## src/hdl/ptc_pkg.sv

```systemverilog
// ----------------------------------------------------------------------------
// ptc_pkg
// Shared widths, types and register codes for the padded tensor copy
// address generator.
// ----------------------------------------------------------------------------
package ptc_pkg;

  // payload and register widths
  localparam int OFFSET_W   = 56;
  localparam int DATA_W     = 64;
  localparam int CFG_W      = 64;
  localparam int CFG_ADDR_W = 2;
  localparam int DIMS_W     = 3;

  // each axis occupies one 16-bit slot of the packed registers
  localparam int FIELD_W = 16;

  // the 56-bit stride multiply is split into two 28-bit halves
  localparam int HALF_W = OFFSET_W / 2;

  // register indexes on the write port
  localparam logic [CFG_ADDR_W-1:0] REG_DIMS    = 2'd0;
  localparam logic [CFG_ADDR_W-1:0] REG_EXTENTS = 2'd1;
  localparam logic [CFG_ADDR_W-1:0] REG_LPADS   = 2'd2;
  localparam logic [CFG_ADDR_W-1:0] REG_RPADS   = 2'd3;

  // register reset values
  localparam logic [DIMS_W-1:0] DIMS_RESET    = 3'd1;
  localparam logic [CFG_W-1:0]  EXTENTS_RESET = 64'h0001_0001_0001_0001;

  typedef logic [OFFSET_W-1:0] offset_t;
  typedef logic [DATA_W-1:0]   data_t;
  typedef logic [CFG_W-1:0]    cfg_data_t;

endpackage

```

## src/hdl/ptc_stride_seq.sv

```systemverilog
// ----------------------------------------------------------------------------
// ptc_stride_seq
// Rebuilds the per-axis target step values and the target base offset after
// reset or a register write, one multiply half-step per cycle.
// ----------------------------------------------------------------------------
module ptc_stride_seq #(
  parameter int MAX_AXES    = 4,
  parameter int EXTENT_BITS = 12,
  parameter int AXIS_W      = (MAX_AXES > 1) ? $clog2(MAX_AXES) : 1
) (
  input  logic                   clk,
  input  logic                   rst,
  input  logic                   restart,
  input  logic [AXIS_W-1:0]      last_axis,
  input  ptc_pkg::cfg_data_t     source_extents,
  input  ptc_pkg::cfg_data_t     left_pads,
  input  ptc_pkg::cfg_data_t     right_pads,
  output logic                   busy,
  output ptc_pkg::offset_t       step_delta [MAX_AXES],
  output ptc_pkg::offset_t       target_base
);
  import ptc_pkg::*;

  localparam int BW = EXTENT_BITS + 2;

  // sequencer phases
  localparam logic [3:0] PH_IDLE  = 4'd0;
  localparam logic [3:0] PH_INIT  = 4'd1;
  localparam logic [3:0] PH_START = 4'd2;
  localparam logic [3:0] PH_M0    = 4'd3;
  localparam logic [3:0] PH_A0    = 4'd4;
  localparam logic [3:0] PH_M1    = 4'd5;
  localparam logic [3:0] PH_A1    = 4'd6;
  localparam logic [3:0] PH_M2    = 4'd7;
  localparam logic [3:0] PH_A2    = 4'd8;

  logic [3:0]              phase;
  logic [3:0]              phase_next;
  logic [AXIS_W-1:0]       axis;
  offset_t                 stride;
  offset_t                 span;
  offset_t                 p_lo;
  logic [HALF_W-1:0]       p_hi;
  logic [EXTENT_BITS-1:0]  ext_fld;
  logic [EXTENT_BITS-1:0]  ext;
  logic [EXTENT_BITS-1:0]  ext_m1;
  logic [EXTENT_BITS-1:0]  lp;
  logic [EXTENT_BITS-1:0]  rp;
  logic [BW-1:0]           te;
  logic [BW-1:0]           mul_b;
  logic [HALF_W+BW-1:0]    lo_prod;
  logic [HALF_W-1:0]       hi_prod;
  offset_t                 prod;

  assign busy = (phase != PH_IDLE);

  // fields of the axis being worked on
  assign ext_fld = source_extents[FIELD_W*axis +: EXTENT_BITS];
  assign ext     = (ext_fld == '0) ? EXTENT_BITS'(1) : ext_fld;
  assign ext_m1  = ext - EXTENT_BITS'(1);
  assign lp      = left_pads[FIELD_W*axis +: EXTENT_BITS];
  assign rp      = right_pads[FIELD_W*axis +: EXTENT_BITS];
  assign te      = BW'(ext) + BW'(lp) + BW'(rp);

  // multiplier operand per phase
  always_comb begin
    case (phase)
      PH_M0:   mul_b = BW'(ext_m1);
      PH_M1:   mul_b = BW'(lp);
      default: mul_b = te;
    endcase
  end

  // two half-width partial products, recombined modulo 2^56
  assign lo_prod = stride[HALF_W-1:0] * mul_b;
  assign hi_prod = stride[OFFSET_W-1:HALF_W] * mul_b;
  assign prod    = p_lo + {p_hi, {HALF_W{1'b0}}};

  // phase sequencing
  always_comb begin
    case (phase)
      PH_IDLE:  phase_next = PH_IDLE;
      PH_INIT:  phase_next = PH_START;
      PH_START: phase_next = PH_M0;
      PH_M0:    phase_next = PH_A0;
      PH_A0:    phase_next = PH_M1;
      PH_M1:    phase_next = PH_A1;
      PH_A1:    phase_next = PH_M2;
      PH_M2:    phase_next = PH_A2;
      PH_A2:    phase_next = (axis == '0) ? PH_IDLE : PH_START;
      default:  phase_next = PH_IDLE;
    endcase
  end

  always_ff @(posedge clk) begin
    if (rst || restart) begin
      phase <= PH_INIT;
    end else begin
      phase <= phase_next;
    end
  end

  // stride, span and base accumulation, innermost axis first
  always_ff @(posedge clk) begin
    case (phase)
      PH_INIT: begin
        axis        <= last_axis;
        stride      <= OFFSET_W'(1);
        span        <= '0;
        target_base <= '0;
      end
      PH_START: begin
        step_delta[axis] <= stride - span;
      end
      PH_M0, PH_M1, PH_M2: begin
        p_lo <= OFFSET_W'(lo_prod);
        p_hi <= hi_prod;
      end
      PH_A0: begin
        span <= span + prod;
      end
      PH_A1: begin
        target_base <= target_base + prod;
      end
      PH_A2: begin
        stride <= prod;
        if (axis != '0) begin
          axis <= axis - AXIS_W'(1);
        end
      end
      default: begin
      end
    endcase
  end

endmodule

```

## src/hdl/ptc_odometer.sv

```systemverilog
// ----------------------------------------------------------------------------
// ptc_odometer
// Per-axis index counters with running source and target offsets, stepped
// once per item.
// ----------------------------------------------------------------------------
module ptc_odometer #(
  parameter int MAX_AXES    = 4,
  parameter int EXTENT_BITS = 12,
  parameter int AXIS_W      = (MAX_AXES > 1) ? $clog2(MAX_AXES) : 1
) (
  input  logic                   clk,
  input  logic                   rst,
  input  logic                   busy,
  input  logic                   step,
  input  logic [AXIS_W-1:0]      last_axis,
  input  ptc_pkg::cfg_data_t     source_extents,
  input  ptc_pkg::offset_t       step_delta [MAX_AXES],
  input  ptc_pkg::offset_t       target_base,
  output ptc_pkg::offset_t       cur_source,
  output ptc_pkg::offset_t       cur_target,
  output logic                   cur_last
);
  import ptc_pkg::*;

  logic [EXTENT_BITS-1:0] idx      [MAX_AXES];
  logic [EXTENT_BITS-1:0] idx_next [MAX_AXES];
  logic [EXTENT_BITS-1:0] ext_max  [MAX_AXES];
  logic [MAX_AXES-1:0]    wrap;
  logic                   carry;
  offset_t                delta_sel;
  offset_t                source;
  offset_t                target;

  // highest index of each axis
  for (genvar d = 0; d < MAX_AXES; d++) begin : g_axis
    logic [EXTENT_BITS-1:0] fld;
    assign fld        = source_extents[FIELD_W*d +: EXTENT_BITS];
    assign ext_max[d] = (fld == '0) ? '0 : fld - EXTENT_BITS'(1);
    assign wrap[d]    = (idx[d] >= ext_max[d]);
  end

  // ripple the carry from the innermost axis outwards
  always_comb begin
    carry     = 1'b1;
    delta_sel = '0;
    for (int d = MAX_AXES - 1; d >= 0; d--) begin
      idx_next[d] = idx[d];
      if ((AXIS_W'(d) <= last_axis) && carry) begin
        if (wrap[d]) begin
          idx_next[d] = '0;
        end else begin
          idx_next[d] = idx[d] + EXTENT_BITS'(1);
          delta_sel   = step_delta[d];
        end
        carry = wrap[d];
      end
    end
  end

  assign cur_source = source;
  assign cur_target = target;
  assign cur_last   = carry;

  // counters: cleared during a rebuild, advanced per item
  always_ff @(posedge clk) begin
    if (rst || busy) begin
      for (int d = 0; d < MAX_AXES; d++) begin
        idx[d] <= '0;
      end
      source <= '0;
      target <= target_base;
    end else if (step) begin
      idx <= idx_next;
      if (carry) begin
        source <= '0;
        target <= target_base;
      end else begin
        source <= source + OFFSET_W'(1);
        target <= target + delta_sel;
      end
    end
  end

endmodule

```

## src/hdl/padded_tensor_copy_addr_gen_core.sv

```systemverilog
// ----------------------------------------------------------------------------
// padded_tensor_copy_addr_gen_core
// Address generator for a row-major copy of a tensor of up to four axes
// into a padded target: source offset, target offset and last flag per item.
// ----------------------------------------------------------------------------
//  channel   direction  handshake           payload
//  cfg       in         cfg_we              cfg_addr, cfg_wdata
//  in        in         in_valid/in_ready   element_data
//  out       out        out_valid/out_ready src_offset, dst_offset,
//                                           element_data_out, last_element
//
//  One item per cycle when no rebuild runs and the output moves; each item
//  passes the input stage, then the result register. After reset and after
//  every register write the step table is rebuilt by a shared two-half
//  multiplier, with in_ready low. A stalled output holds; one more item waits
//  in the input stage, then in_ready drops until the output moves.
// ----------------------------------------------------------------------------
module padded_tensor_copy_addr_gen_core #(
  parameter int MAX_AXES    = 4,
  parameter int EXTENT_BITS = 12
) (
  input  logic                                clk,
  input  logic                                rst,
  input  logic                                cfg_we,
  input  logic [ptc_pkg::CFG_ADDR_W-1:0]      cfg_addr,
  input  ptc_pkg::cfg_data_t                  cfg_wdata,
  input  logic                                in_valid,
  output logic                                in_ready,
  input  ptc_pkg::data_t                      element_data,
  output logic                                out_valid,
  input  logic                                out_ready,
  output ptc_pkg::offset_t                    src_offset,
  output ptc_pkg::offset_t                    dst_offset,
  output ptc_pkg::data_t                      element_data_out,
  output logic                                last_element
);
  import ptc_pkg::*;

  localparam int AXIS_W = (MAX_AXES > 1) ? $clog2(MAX_AXES) : 1;

  logic [DIMS_W-1:0] dims_in_use;
  cfg_data_t         source_extents;
  cfg_data_t         left_pads;
  cfg_data_t         right_pads;
  logic [DIMS_W-1:0] dims_eff;
  logic [AXIS_W-1:0] last_axis;
  logic              busy;
  offset_t           step_delta [MAX_AXES];
  offset_t           target_base;
  offset_t           cur_source;
  offset_t           cur_target;
  logic              cur_last;
  logic              s1_valid;
  data_t             s1_data;
  logic              advance;

  // configuration registers
  always_ff @(posedge clk) begin
    if (rst) begin
      dims_in_use    <= DIMS_RESET;
      source_extents <= EXTENTS_RESET;
      left_pads      <= '0;
      right_pads     <= '0;
    end else if (cfg_we) begin
      case (cfg_addr)
        REG_DIMS:    dims_in_use    <= cfg_wdata[DIMS_W-1:0];
        REG_EXTENTS: source_extents <= cfg_wdata;
        REG_LPADS:   left_pads      <= cfg_wdata;
        REG_RPADS:   right_pads     <= cfg_wdata;
        default: begin
        end
      endcase
    end
  end

  // axis count clamped to one .. MAX_AXES
  always_comb begin
    dims_eff = dims_in_use;
    if (dims_eff == '0) begin
      dims_eff = DIMS_W'(1);
    end
    if (dims_eff > DIMS_W'(MAX_AXES)) begin
      dims_eff = DIMS_W'(MAX_AXES);
    end
  end
  assign last_axis = AXIS_W'(dims_eff - DIMS_W'(1));

  ptc_stride_seq #(
    .MAX_AXES    (MAX_AXES),
    .EXTENT_BITS (EXTENT_BITS),
    .AXIS_W      (AXIS_W)
  ) u_stride_seq (
    .clk            (clk),
    .rst            (rst),
    .restart        (cfg_we),
    .last_axis      (last_axis),
    .source_extents (source_extents),
    .left_pads      (left_pads),
    .right_pads     (right_pads),
    .busy           (busy),
    .step_delta     (step_delta),
    .target_base    (target_base)
  );

  ptc_odometer #(
    .MAX_AXES    (MAX_AXES),
    .EXTENT_BITS (EXTENT_BITS),
    .AXIS_W      (AXIS_W)
  ) u_odometer (
    .clk            (clk),
    .rst            (rst),
    .busy           (busy),
    .step           (advance),
    .last_axis      (last_axis),
    .source_extents (source_extents),
    .step_delta     (step_delta),
    .target_base    (target_base),
    .cur_source     (cur_source),
    .cur_target     (cur_target),
    .cur_last       (cur_last)
  );

  // handshake between input stage and result register
  assign advance  = s1_valid && (!out_valid || out_ready);
  assign in_ready = !busy && (!s1_valid || advance);

  // input stage
  always_ff @(posedge clk) begin
    if (rst) begin
      s1_valid <= 1'b0;
    end else if (in_valid && in_ready) begin
      s1_valid <= 1'b1;
    end else if (advance) begin
      s1_valid <= 1'b0;
    end
  end

  always_ff @(posedge clk) begin
    if (in_valid && in_ready) begin
      s1_data <= element_data;
    end
  end

  // result register
  always_ff @(posedge clk) begin
    if (rst) begin
      out_valid <= 1'b0;
    end else if (advance) begin
      out_valid <= 1'b1;
    end else if (out_ready) begin
      out_valid <= 1'b0;
    end
  end

  always_ff @(posedge clk) begin
    if (advance) begin
      src_offset       <= cur_source;
      dst_offset       <= cur_target;
      element_data_out <= s1_data;
      last_element     <= cur_last;
    end
  end

endmodule

```

## config.mk

```make
export PLATFORM = sky130hd
export DESIGN_NAME = padded_tensor_copy_addr_gen_core
export DESIGN_NICKNAME = d
export VERILOG_FILES = /design/src/hdl/ptc_pkg.sv /design/src/hdl/ptc_stride_seq.sv /design/src/hdl/ptc_odometer.sv /design/src/hdl/padded_tensor_copy_addr_gen_core.sv
export SDC_FILE = /design/constraint.sdc
export NUM_CORES = 2
export LEC_CHECK = 0
export BUFFER_PORTS_ARGS = -buffer_cell sky130_fd_sc_hd__buf_2
export CORE_ASPECT_RATIO = 0.75
export CORE_MARGIN = 3
export CORE_UTILIZATION = 55
export CTS_BUF_LIST = sky130_fd_sc_hd__clkbuf_4
export CTS_CLUSTER_DIAMETER = 50
export DETAILED_ROUTE_END_ITERATION = 8
export PLACE_DENSITY = 0.72
export REMOVE_ABC_BUFFERS = 1
export SLEW_MARGIN = 15
export SYNTH_ARGS = -nofsm -noshare
export SYNTH_HDL_FRONTEND = slang
export SYNTH_SLANG_ARGS = --single-unit
```

## constraint.sdc

```tcl
create_clock -name clk -period 12.8 [get_ports clk]
set_input_delay 0.64 -clock clk [delete_from_list [all_inputs] [get_ports clk]]
set_output_delay 0.64 -clock clk [all_outputs]
set_load 0.01 [all_outputs]
```

==> impl_metrics.toml <==
[global_route]
grt_pass1_vias = 55500
grt_pass1_wl_mm = 316
grt.overflow.total = 0
grt_max_degree = 94
track_usage_pct = 29.7
antenna_found_initial = 10

[yosys]
yosys_warnings = 0
synth_top_cell_by_area = "edfxtp_1"
syn_area_um2 = 72700
ys_top_cells_by_area = "edfxtp_1 (31%), fa_1 (15%), ha_1 (8.3%), dfxtp_1 (7.1%), nand2_1 (5.6%)"
synth-edff-count = 761
synth_seq_area_share_pct = 38.5
synth_top_flop_cell = "edfxtp_1"
yosysUniqueCellTypes = 89
synth_top_area_share_pct = 31.4
synth_most_common_cell = "nand2_1"
synth.avg_cell_area_um2 = 10.1
ys_seq_elements = 1018
async_flop_share_pct = 0
syn_inst = 7220
synthTopCellsByCount = "nand2_1 (1089), edfxtp_1 (761), inv_1 (719)"

[flow_run]
maxCapViolCount = 0

[finish]
final-seq-area_um2 = 28000
drive_gt1_share_pct = 11.2
multi_input_area_um2 = 41200
nFillCells = 10500
utilization_pct = 62.1
area_growth_pct = 11.1
layout.nets = 8844
final_cells = 9636

[sta]
final_hold_viol_count = 0
period_share_pct = 94.5
relSlewSlack_pct = 7.33
fin_ws_ns = 0.705
period_needed_ns = 12.10
max_freq_ghz = 0.0827
rsz0062_at_grt = "false"
skew_ns = 0.107
worst-slew-pin-transition_ns = 1.39
slew_viol_final = 0
setup_viol = 0
hold_ws_ns = 0.139

[run_status]
outcome = "completed"

[min_path]
hold_path_end = "s1_data[13]"
hp-start = "element_data[13]"
hold_path_class = "input port to flip-flop"
hold_depth = 2

[floorplanning]
start_util_pct = 55.9
core-area_um2 = 130000
dieWidth_um = 426
ios = 314
die_h_um = 321
die_area_um2 = 137000
num_rows = 114

[critical_path]
r2r_slack_ns = 0.70
critPathMaxStageDelay_ns = 0.56
r2r_cells = 47
critPathLaunchType = "flip-flop"
crit_required_ns = 13.75
cpMaxStageDelayCell = "edfxtp_1"
cpMostUsedCell = "fa_1"
critPathCaptureType = "flip-flop"
crit_arrival_ns = 13.05
reg2reg_to = "u_stride_seq.p_lo[40]"
r2r-start = "u_stride_seq.axis[0]"
critical_path.max_fanout = 15
crit_type = "flip-flop to flip-flop"

[cts]
cts_tree = "done"
cts_made_buffers = 233
clock_path_buffers = 3
htreeDepth = 4
clk_latency_ns = 1.22
clkTransAtPathRegs_ns = 0.09
clockRootBuffer = "clkbuf_4"
clock_sinks = 1018

[power]
combPwrFrac_pct = 44.1
pwr_density_cell_nw_per_um2 = 154
p_leak_nw = 34.6
ir_drop_v = 0.000110
clkPwrFrac_pct = 22.4
sw_frac_of_total_pct = 39.7
cellInternalPower_mw = 7.49
seqPwrFrac_pct = 33.5
switchingPower_mw = 4.93

[drt]
wl_mm = 206
first_pass_iters = 7
met2WireLength_mm = 90.2
wire_per_inst_um = 21.4
vias_per_cell = 5.81
drc = 0
dr.max_layer_used = "met5"
vias = 56000
met3WireLength_mm = 20.2
ant_nets = 0
wl_met1_mm = 88.6
drtIter0Drc = 5360

[placed_design]
dp_cells = 9056
hpwl_mm = 150
preCtsSetupSlack_ns = 0.344
numPortBuffers = 297
routabilityCongestion = 0.957
==> power by group through the flow <==
stage / clock (mW) / sequential (mW) / combinational [mW]
6_report: 2.78 / 4.15 / 5.48
3_3_place_gp: 0 / 4.22 / 5.16
5_1_grt: 3.01 / 4.17 / 6.06
4_1_cts: 2.82 / 4.15 / 5.37
2_1_floorplan: 0 / 4.12 / 3.89
3_5_place_dp: 0 / 4.22 / 5.30
==> cell type report <==
cell class | count | share of cell area [%]
Sequential cell | 1018 | 34.7
Clock inverter | 81 | 0.700
Tap cell | 1740 | 2.69
Multi-Input combinational cell | 5202 | 51.0
Antenna cell | 7 | 0.0217
Inverter | 719 | 3.35
Timing Repair Buffer | 514 | 4.28
Clock buffer | 355 | 3.30
==> routing by layer <==
metal  global-route usage (%)  up-vias
met2                     44.7     2527
met1                     42.6    27400
met3                     6.80      361
li1                         -    25700
met5                        0        -
met4                     10.1        4
==> worst max-delay path: cells and delay by family, from the launching register on <==
kind / cells / cell delay, ns
AO/OA/AOI/OAI: 17 / 3.73
XOR/XNOR: 3 / 0.80
adder cells (fa/ha/maj): 10 / 4.12
buffers and inverters: 6 / 0.98
flip-flops: 1 / 0.56
multiplexers: 1 / 0.29
AND/OR/NAND/NOR: 10 / 1.34
==> stage by stage <==
step	instance area, µm²	TNS, ns	power [mW]
floorplan	71600	-85.69	8.02
global placement	76200	0	9.37
detailed placement	76200	0	9.52
CTS	80700	0	12.3
global route	80800	0	13.2
finish	80800	0	12.4
==> flip-flops by register name, summed over array words and instances, names as in the netlist, 48 cells and up <==
name and count:
dst_offset 56, source_extents 48, u_stride_seq.step_delta 224, src_offset 56
u_stride_seq.target_base 56, left_pads 48, right_pads 48, u_odometer.cur_source 56
u_odometer.cur_target 56, s1_data 64, u_odometer.idx 48, u_stride_seq.span 56
u_stride_seq.stride 56, element_data_out 64
==> cell usage in the layout, fill, tap and decap left out, types with 296 or more instances in the layout <==
cell      instances
fa_1            539
edfxtp_1        761
nand2_1        1086
nor2_1          392
and2_1          329
clkbuf_4        355
inv_1           718
ha_1            482
a21oi_1         500
buf_2           296
==> cell families after synthesis <==
logic type | Yosys count | share of synthesized area (%)
fa+ha+maj | 1022 | 23.1
flops | 1018 | 38.5
simple gates | 2408 | 15.4
mux | 63 | 1.49
compound gates | 1298 | 11.3
buf+inv | 1002 | 5.20
xor+xnor | 409 | 4.96
==> worst max path at each step <==
stage / slack, ns / depth (start not counted) / from / end
floorplan: -2.24 / 28 / source_extents[51] / u_odometer.cur_target[50]
global placement: 0.42 / 43 / u_stride_seq.axis[0] / u_stride_seq.p_lo[40]
detailed placement: 0.34 / 43 / u_stride_seq.axis[1] / u_stride_seq.p_lo[40]
CTS: 0.30 / 43 / u_stride_seq.axis[1] / u_stride_seq.p_lo[40]
global route: 0.07 / 47 / u_stride_seq.axis[0] / u_stride_seq.p_lo[40]
finish: 0.70 / 47 / u_stride_seq.axis[0] / u_stride_seq.p_lo[40]
==> what timing repair did <==
| item | in CTS | in global routing |
|---|---|---|
| hold buffers | 127 | 0 |
| setup endpoints to repair | 0 | 7 |
| resized for setup | 0 | 7 |
| setup buffers | 0 | 7 |
| hold endpoints to repair | 228 | 0 |
Power figures use the tool's default switching activity.
